**src/rtl/core/hlfk_div.sv**
```systemverilog
module hlfk_div #(
  parameter int NW = 32,
  parameter int DW = 16,
  parameter int QB = 16
) (
  input  logic          clk,
  input  logic          en,
  input  logic [NW-1:0] num,
  input  logic [DW-1:0] den,
  output logic [QB-1:0] quo
);

  // restoring division, one quotient bit per stage; needs (num >> QB) < den
  logic [DW-1:0] rem_r [QB];
  logic [QB-1:0] low_r [QB];
  logic [DW-1:0] den_r [QB];
  logic [QB-1:0] quo_r [QB];
  logic [NW-1:0] top_bits;

  assign top_bits = num >> QB;

  for (genvar k = 0; k < QB; k++) begin : g_step
    logic [DW-1:0] rem_in;
    logic [QB-1:0] low_in;
    logic [QB-1:0] q_in;
    logic [DW-1:0] d_in;
    logic [DW:0]   trial;
    logic [DW:0]   diff;
    logic          ge;
    logic [DW-1:0] rem_nxt;

    if (k == 0) begin : g_first
      assign rem_in = top_bits[DW-1:0];
      assign low_in = num[QB-1:0];
      assign q_in   = '0;
      assign d_in   = den;
    end else begin : g_next
      assign rem_in = rem_r[k-1];
      assign low_in = low_r[k-1];
      assign q_in   = quo_r[k-1];
      assign d_in   = den_r[k-1];
    end

    assign trial   = {rem_in, low_in[QB-1]};
    assign diff    = trial - {1'b0, d_in};
    assign ge      = trial >= {1'b0, d_in};
    assign rem_nxt = ge ? diff[DW-1:0] : trial[DW-1:0];

    always_ff @(posedge clk) begin
      if (en) begin
        rem_r[k] <= rem_nxt;
        low_r[k] <= low_in << 1;
        den_r[k] <= d_in;
        quo_r[k] <= {q_in[QB-2:0], ge};
      end
    end
  end

  assign quo = quo_r[QB-1];

endmodule

```
**config.mk**
```make
export PLATFORM = sky130hd
export DESIGN_NAME = hlfk_div
export DESIGN_NICKNAME = d
export VERILOG_FILES = /design/src/rtl/core/hlfk_div.sv
export SDC_FILE = /design/constraint.sdc
export NUM_CORES = 1
export LEC_CHECK = 0
export ABC_AREA = 1
export BUFFER_PORTS_ARGS = -buffer_cell sky130_fd_sc_hd__buf_2
export CORE_MARGIN = 1.5
export CORE_UTILIZATION = 43
export DETAILED_ROUTE_END_ITERATION = 7
export HOLD_SLACK_MARGIN = 0.08
export PLACE_DENSITY_LB_ADDON = 0.2
export RECOVER_POWER = 50
export SLEW_MARGIN = 5
export SYNTH_ARGS = -nofsm -noshare
export SYNTH_HDL_FRONTEND = slang
export SYNTH_SLANG_ARGS = --single-unit
```
**constraint.sdc**
```tcl
create_clock -name clk -period 2.83 [get_ports clk]
set_input_delay 0.283 -clock clk [delete_from_list [all_inputs] [get_ports clk]]
set_output_delay 0.283 -clock clk [all_outputs]
set_load 0.05 [all_outputs]
```
# Yosys cells after proc, flatten, opt, wreduce, memory -nomap -nowiden
# Memory sizes are Yosys's and may differ from the RTL's.
# Cells that the tools add are included.
[totals]
ff_bits = 0
ramBits = 1008
inputBits = 50
output_inout_bits = 16
word_cells = 54
memories = 4
[mem_list]
columns = ["memory", "words", "width", "read_ports", "rd_clocked_by_memory_dff", "wr", "line_no", "rtl"]
rows = [
  ["den_r", 16, 16, 15, 0, 16, "16", "logic [DW-1:0] den_r [QB];"],
  ["quo_r", 16, 16, 16, 0, 16, "17", "logic [QB-1:0] quo_r [QB];"],
  ["rem_r", 16, 16, 15, 0, 16, "14", "logic [DW-1:0] rem_r [QB];"],
  ["low_r", 16, 15, 15, 0, 16, "15", "logic [QB-1:0] low_r [QB];"],
]
[op_classes]
n_addsub = 16
order_cmp = 16
n_mux = 18
[ops]
columns = ["cell", "count"]
rows = [
  [">= comparator 17 x 16 -> 1 bit", 16],
  ["2-to-1 mux 16 bit", 16],
  ["subtractor 16 bit", 16],
  ["2-to-1 mux 1 bit", 2],
]

# Longest topological paths before layout
# Gate-level depths: netlist of run 1.
# An unclocked memory read counts as a cell.
[depth]
depth_word = 3
mapped_depth = 15
mapped_depth_nobuf = 13

# Least setup slack after synthesis of run 1
# No wires, ideal clock.
[synth_timing]
path_type = "reg2reg"
startpoint = "mem den_r[7][0] (netlist: den_r[0][112])"
endpoint = "mem rem_r[8][8] (netlist: rem_r[1][8]) (data pin)"
setup_time_ps = 253
arrival_time_ps = 1670
required_time_ps = 2577
path_slack_ps = 907
path_stages_with_launch = 10
n_path_buf = 0
period_less_slack_ps = 1923
path_cell_list = "edfxtp_1 -> ha_1 -> fa_1 -> inv_1 -> nand3_1 -> nand3_1 -> a21oi_1 -> or2_2 -> nand3_1 -> nand2_1"
[synth_rtl]
columns = ["item", "line_no"]
rows = [
  ["start, declared", "16"],
  ["end, declared", "14"],
]

==> impl_metrics.json, run 1 <==
{
  "run_status": "completed",
  "ant_diodes": 0,
  "post-cts-setup-buffer-count": 0,
  "critical_path.endpoint_type": "flop",
  "prevailing_post_synth_register_cell": "sky130_fd_sc_hd__edfxtp_1",
  "cts_hold_buf": 48,
  "post_route_cells_drive_above_1_share_pct": 5.89,
  "leakage_uw": 0.0239,
  "finish.instance_area_sq_um": 48000,
  "post_synth_main_area_contributors": "sky130_fd_sc_hd__edfxtp_1 (52%), sky130_fd_sc_hd__nand2_1 (16%), sky130_fd_sc_hd__inv_1 (8.5%), sky130_fd_sc_hd__ha_1 (7.5%), sky130_fd_sc_hd__nand3_1 (4.6%)",
  "postSynthRegisterBits": 736,
  "timing.fmax_mhz": 411,
  "first_pass_detailed_route_iteration_total": 6,
  "vias": 31900,
  "postPlaceCellArea_sq_um": 44900,
  "switching_share_pct": 40.4,
  "clk_latency_ns": 0.66,
  "place_hpwl_mm": 82.1,
  "detailedPlace.worstSlack_ns": 0.388,
  "mapped_cells": 4964,
  "critical_path_arrival_ns": 2.70,
  "async_reset_ff_share_pct": 0,
  "p_clk_share_pct": 22.8,
  "synth_most_common_cell": "sky130_fd_sc_hd__nand2_1",
  "global_route_wire_length_before_repair_mm": 167,
  "ios": 66,
  "synth_enable_flop_cells": 736,
  "power_per_cell_area_nw_per_um2": 1000,
  "floorplan.die_area_sq_um": 101000,
  "synth_top_area_share_pct": 51.7,
  "start_kind": "input pin",
  "cts_tree": "built",
  "floorplan.die.height_um": 318,
  "slew-limit-headroom_pct": 5.53,
  "power.share.combinational_pct": 41.8,
  "drt-vias-per-instance": 4.89,
  "power.share.sequential_pct": 35.3,
  "layout_overhead_on_the_synthesized_area_pct": 12.3,
  "clkTransAtPathRegs_ns": 0.06,
  "avg_synthesized_cell_area_sq_um": 8.61,
  "synthDominantAreaCellType": "sky130_fd_sc_hd__edfxtp_1",
  "synth.yosys.seq_area_share_pct": 51.7,
  "port_buffers": 65,
  "report.final.setup_viol": 0,
  "yosys.cell_types.count": 38,
  "final_core_utilization_pct": 48.8,
  "rsz_0062_raised_after_global_routing": "no",
  "worstMarginPinSlew_ns": 1.42,
  "largest_fanout_on_the_critical_path": 47,
  "fin_setup_tns_ns": 0,
  "die_width_um": 318,
  "syn-num-nets": 5285,
  "grt_antenna_before_repair": 2,
  "grt.total_usage_pct": 20.8,
  "drcViolationCount": 0,
  "report.final.hold_viol_count": 0,
  "path_class": "in2reg",
  "core.rowCount": 115,
  "drv.max_cap_violation_count": 0,
  "yosys_warnings": 0,
  "worst_slack_ns": 0.395,
  "initial_drc_count": 2390,
  "power.switching_uw": 19400,
  "first_global_vias": 30300,
  "cts-resized-gates": 0,
  "hold_class": "in2reg",
  "gp_congestion": 0.922,
  "cts_bufs_inserted": 85,
  "totalWireLength_mm": 106,
  "layout_skew_ns": 0.0256,
  "synth_top_cells_by_count": "sky130_fd_sc_hd__nand2_1 (1843), sky130_fd_sc_hd__inv_1 (966), sky130_fd_sc_hd__edfxtp_1 (736)",
  "grt_max_degree": 87,
  "cellInternalPower_uw": 28700,
  "max-clock-path-buffers": 3,
  "depth_of_the_cts_h_tree": 3,
  "clock-sinks": 736,
  "critical_path_required_ns": 3.10,
  "root_buffer_selected_by_cts": "sky130_fd_sc_hd__clkbuf_16",
  "filler_cells": 9460,
  "finalNetCount": 5489,
  "irDropWorstVdd_v": 0.000471,
  "fin_crit_sh_pct": 86.1,
  "slew_violations": 0,
  "min_tclk_post_route_ns": 2.44,
  "final_antenna_net_count": 0,
  "fp.coreArea_sq_um": 98400,
  "route.detailed.wl_per_inst_um": 16.2,
  "netlist_area_sq_um": 42700,
  "initial_utilization_pct": 43.4,
  "global_route.overflow_total": 0
}
[final cells by class]
| type | instances | area (sq um) | share of cell area, % |
|---|---|---|---|
| well taps | 1287 | 1610 | 3.35 |
| multi-input cells | 3202 | 16600 | 34.5 |
| clock inverters | 55 | 559 | 1.16 |
| clock buffers | 96 | 2210 | 4.60 |
| flip-flops and latches | 736 | 22100 | 46.0 |
| repair buffers | 170 | 1320 | 2.74 |
| inverters | 973 | 3650 | 7.61 |
[path summary, 6_finish.rpt]
path | start | slack (ns) | cells after the start | end
setup / recovery | en | 0.39 | 3 | rem_r[0][123]$_DFFE_PP_
hold / removal | num[31] | 0.30 | 7 | rem_r[0][15]$_DFFE_PP_
setup reg to reg | den_r[1][66]$_DFFE_PP_ | 0.41 | 12 | rem_r[1][80]$_DFFE_PP_
hold reg to reg | low_r[0][4]$_DFFE_PP_ | 0.41 | 0 | low_r[1][5]$_DFFE_PP_
[cells in the final DEF (no fill, tap or decap), types with 13 or more instances in the layout]
master,count
sky130_fd_sc_hd__o21a_1,13
sky130_fd_sc_hd__ha_1,256
sky130_fd_sc_hd__a21oi_1,140
sky130_fd_sc_hd__clkinv_2,16
sky130_fd_sc_hd__nor2_1,187
sky130_fd_sc_hd__nand2_2,22
sky130_fd_sc_hd__nand2_1,1843
sky130_fd_sc_hd__clkbuf_16,87
sky130_fd_sc_hd__nand3_1,389
sky130_fd_sc_hd__clkbuf_1,37
sky130_fd_sc_hd__edfxtp_1,736
sky130_fd_sc_hd__and2_1,13
sky130_fd_sc_hd__inv_1,966
sky130_fd_sc_hd__clkinv_1,17
sky130_fd_sc_hd__buf_4,30
sky130_fd_sc_hd__nor3_1,41
sky130_fd_sc_hd__dlygate4sd3_1,48
sky130_fd_sc_hd__nand3b_1,37
sky130_fd_sc_hd__xor2_1,72
sky130_fd_sc_hd__xnor2_1,20
sky130_fd_sc_hd__nand4_1,65
sky130_fd_sc_hd__buf_2,48
sky130_fd_sc_hd__fa_1,15
[kinds of logic (layout without fill, tap and decap cells)]
kind of cell,count (synthesis),count (layout),share of synthesized area (%)
flip-flops,736,736,51.7
buffers and inverters,1026,1294,9.53
AO/OA/AOI/OAI,180,180,2.29
AND/OR/NAND/NOR,2659,2659,26.4
adder cells (fa/ha/maj),271,271,8.20
XOR/XNOR,92,92,1.89
[power by group through the flow]
stage / logic, uW / registers, uW / clock network, uW
after CTS: 20100 / 17000 / 11300
after global routing: 23100 / 17200 / 11700
after detailed placement: 20000 / 17200 / 0
after global placement: 19800 / 17200 / 0
after floorplan: 15300 / 16300 / 0
final: 20200 / 17000 / 11000
[registers in the layout, summed over array words and instances (netlist names)]
name   flops
den_r    240
low_r    120
quo_r    136
rem_r    240
[worst max-delay path: stages]
cell	delay [ns]
sky130_fd_sc_hd__dlygate4sd3_1	0.52
sky130_fd_sc_hd__clkbuf_2	1.00
sky130_fd_sc_hd__clkbuf_4	0.85
[metrics by stage]
step                      hold slack (ns)  std cells  power [uW]
after floorplan                     0.382       4964       31600
after global placement              0.400       6320       37100
after detailed placement            0.405       6320       37200
after CTS                           0.250       6519       48500
after global routing                0.321       6519       52000
final                               0.299       6519       48200
[layer usage]
metal | global-route usage (%) | routed length, um | up-vias | part of all wire [%]
met4 | 5.90 | 2980 | 0 | 2.8
met5 | 0 | 0 | - | 0
met1 | 29.0 | 49600 | 14700 | 47
met3 | 2.71 | 4850 | 159 | 4.6
li1 | - | - | 16300 | -
met2 | 33.9 | 48200 | 710 | 46
Power figures use the tool's default switching activity.
==> inputs of run 2 (changes only) <==
--- a/config.mk
+++ b/config.mk
@@ -11,5 +11,6 @@
 export CORE_UTILIZATION = 43
 export DETAILED_ROUTE_END_ITERATION = 7
-export HOLD_SLACK_MARGIN = 0.08
+export HOLD_SLACK_MARGIN = 0.15
+export MAX_ROUTING_LAYER = met4
 export PLACE_DENSITY_LB_ADDON = 0.2
 export RECOVER_POWER = 50
==> constraint.sdc (replaced) <==
create_clock -name clk -period 2.83 [get_ports clk]
set_input_delay 0.283 -clock clk [delete_from_list [all_inputs] [get_ports clk]]
set_output_delay 0.283 -clock clk [all_outputs]
set_load 0.005 [all_outputs]
==> run 2 against run 1 <==
Net effect: sequential share of layout area about the same; first-iteration DRC count is 10% lower; wire length increased by 1.2%; hold slack gained 0.041 ns; register-to-register slack worse by 0.02 ns; critical path type unchanged; sequential cell count is the same; clock power barely moved; utilization is essentially flat; combinational power is essentially flat.
==> impl_metrics.json, run 2 (same netlist as run 1, synthesis figures left out) <==
{
  "fin_setup_tns_ns": 0,
  "max-clock-path-buffers": 3,
  "report.final.setup_viol": 0,
  "critical_path.endpoint_type": "flop",
  "finalHoldWorstSlack_ns": 0.339,
  "min_tclk_post_route_ns": 2.45,
  "slew-limit-headroom_pct": 9.01,
  "report.final.hold_viol_count": 0,
  "first_global_vias": 30800,
  "initial_utilization_pct": 43.4,
  "critical_path_required_ns": 3.11,
  "die_width_um": 318,
  "setup.reg_to_reg.worst_slack_ns": 0.39,
  "drv.max_cap_violation_count": 0,
  "final_cells": 6525,
  "hold_class": "in2reg",
  "layout_overhead_on_the_synthesized_area_pct": 12.4,
  "first_pass_detailed_route_iteration_total": 5,
  "port_buffers": 65,
  "cellInternalPower_uw": 28800,
  "total_area_of_multi_input_combinational_cells_sq_um": 16600,
  "worstMarginPinSlew_ns": 1.36,
  "reg_top3": "den_r (240), rem_r (240), quo_r (136)",
  "power_per_cell_area_nw_per_um2": 1010,
  "critPathLaunch": "en",
  "clkTransAtPathRegs_ns": 0.06,
  "depth_of_the_cts_h_tree": 3,
  "gp_congestion": 0.932,
  "sequential_cell_area_sq_um": 22100,
  "clock-sinks": 736,
  "grtUsageMet2_pct": 35.2,
  "p_clk_share_pct": 23.0,
  "switching_share_pct": 40.3,
  "filler_cells": 9475,
  "r2r_cells": 12,
  "layout_common_cells": "sky130_fd_sc_hd__nand2_1 (1843), sky130_fd_sc_hd__inv_1 (966), sky130_fd_sc_hd__edfxtp_1 (736), sky130_fd_sc_hd__nand3_1 (389), sky130_fd_sc_hd__ha_1 (256)",
  "power.share.combinational_pct": 41.6,
  "place_hpwl_mm": 83.3,
  "grt_antenna_before_repair": 0,
  "floorplan.die.height_um": 318,
  "total_power_uw": 48300,
  "rsz_0062_raised_after_global_routing": "no",
  "irDropWorstVdd_v": 0.000491,
  "core.rowCount": 115,
  "run_status": "completed",
  "layout_skew_ns": 0.0206,
  "cts_bufs_inserted": 85,
  "post-cts-setup-buffer-count": 0,
  "dp.cells": 6318,
  "floorplan.die_area_sq_um": 101000,
  "globalRouteMet3Util_pct": 2.57,
  "finalNetCount": 5487,
  "ios": 66,
  "cts_tree": "built",
  "post_route_cells_drive_above_1_share_pct": 5.86,
  "power.switching_uw": 19500,
  "grt.total_usage_pct": 21.8,
  "fp.coreArea_sq_um": 98400,
  "initial_drc_count": 2146,
  "path_class": "in2reg",
  "r2r_endpoint": "rem_r[0][81]$_DFFE_PP_",
  "leakage_uw": 0.0238,
  "root_buffer_selected_by_cts": "sky130_fd_sc_hd__clkbuf_16",
  "largest_fanout_on_the_critical_path": 51,
  "final_common_cell": "sky130_fd_sc_hd__nand2_1",
  "origin_of_the_critical_flop_to_flop_path": "den_r[0][75]$_DFFE_PP_",
  "clk_latency_ns": 0.66,
  "cts_hold_buf": 48,
  "start_kind": "input pin",
  "slew_violations": 0,
  "drcViolationCount": 0,
  "totalWireLength_mm": 107,
  "cts-resized-gates": 0,
  "vias": 31600,
  "route.detailed.wl_per_inst_um": 16.4,
  "drt-vias-per-instance": 4.84,
  "globalRouteMet1Util_pct": 29.1,
  "final_antenna_net_count": 0,
  "whs_path_depth": 2,
  "timing.fmax_mhz": 408,
  "fin_crit_sh_pct": 86.6,
  "hold_end": "low_r[0][2]$_DFFE_PP_",
  "grt-busiest-layer": "met2",
  "power.share.sequential_pct": 35.3,
  "critical_path_arrival_ns": 2.73,
  "global_route.overflow_total": 0,
  "holdCritStartpoint": "num[2]",
  "global_route_wire_length_before_repair_mm": 169,
  "grt_max_degree": 120
}
[run 2: cell count changes in the layout (fill, tap and decap cells not counted), sizes merged]
cell | before | now
inv | 976 | 978
clkbuf | 128 | 136
clkinv | 38 | 32
diode | 0 | 1
clkinvlp | 4 | 11
buf | 90 | 84
[run 2: how the worst max path moves through the flow]
stage	end	slack (ns)	cells past startpoint
2_1_floorplan	rem_r[1][8]$_DFFE_PP_	0.91	9
3_3_place_gp	rem_r[1][81]$_DFFE_PP_	0.39	12
3_5_place_dp	rem_r[1][81]$_DFFE_PP_	0.40	12
4_1_cts	rem_r[1][88]$_DFFE_PP_	0.37	12
5_1_grt	rem_r[1][95]$_DFFE_PP_	0.19	12
6_report	rem_r[0][43]$_DFFE_PP_	0.38	3
[run 2: critical path, cell delays in order]
cell                            delay [ns]
sky130_fd_sc_hd__dlygate4sd3_1        0.52
sky130_fd_sc_hd__clkbuf_2             0.98
sky130_fd_sc_hd__clkbuf_4             0.82
[run 2: area by class of cell]
type	count	share of cell area (%)
Sequential cell	736	46.0
Antenna cell	1	0.00521
Timing Repair Buffer	168	2.58
Inverter	973	7.61
Multi-Input combinational cell	3202	34.5
Clock buffer	100	4.68
Clock inverter	58	1.25
Tap cell	1287	3.35
[run 2: power groups by stage]
stage	combinational, uW	clock [uW]	sequential, uW
after floorplan	15300	0	16200
after global placement	19900	0	17300
after detailed placement	20000	0	17300
after CTS	20100	11500	17100
after global routing	23100	11900	17200
final	20100	11100	17100
[run 2: stage by stage]
step	worst slack [ns]	utilization (%)	instance area (sq um)
detailed placement	0.401	45.5	44800
floorplan	0.907	-	42700
global route	0.186	48.8	48000
CTS	0.369	48.9	48100
finish	0.380	48.8	48000
global placement	0.392	45.5	44800
[run 2: routing by layer]
layer / wire length (um) / vias up
met2: 49700 / 612
met5: 0 / -
met1: 50400 / 14600
met3: 4530 / 140
met4: 2220 / 0
li1: - / 16300
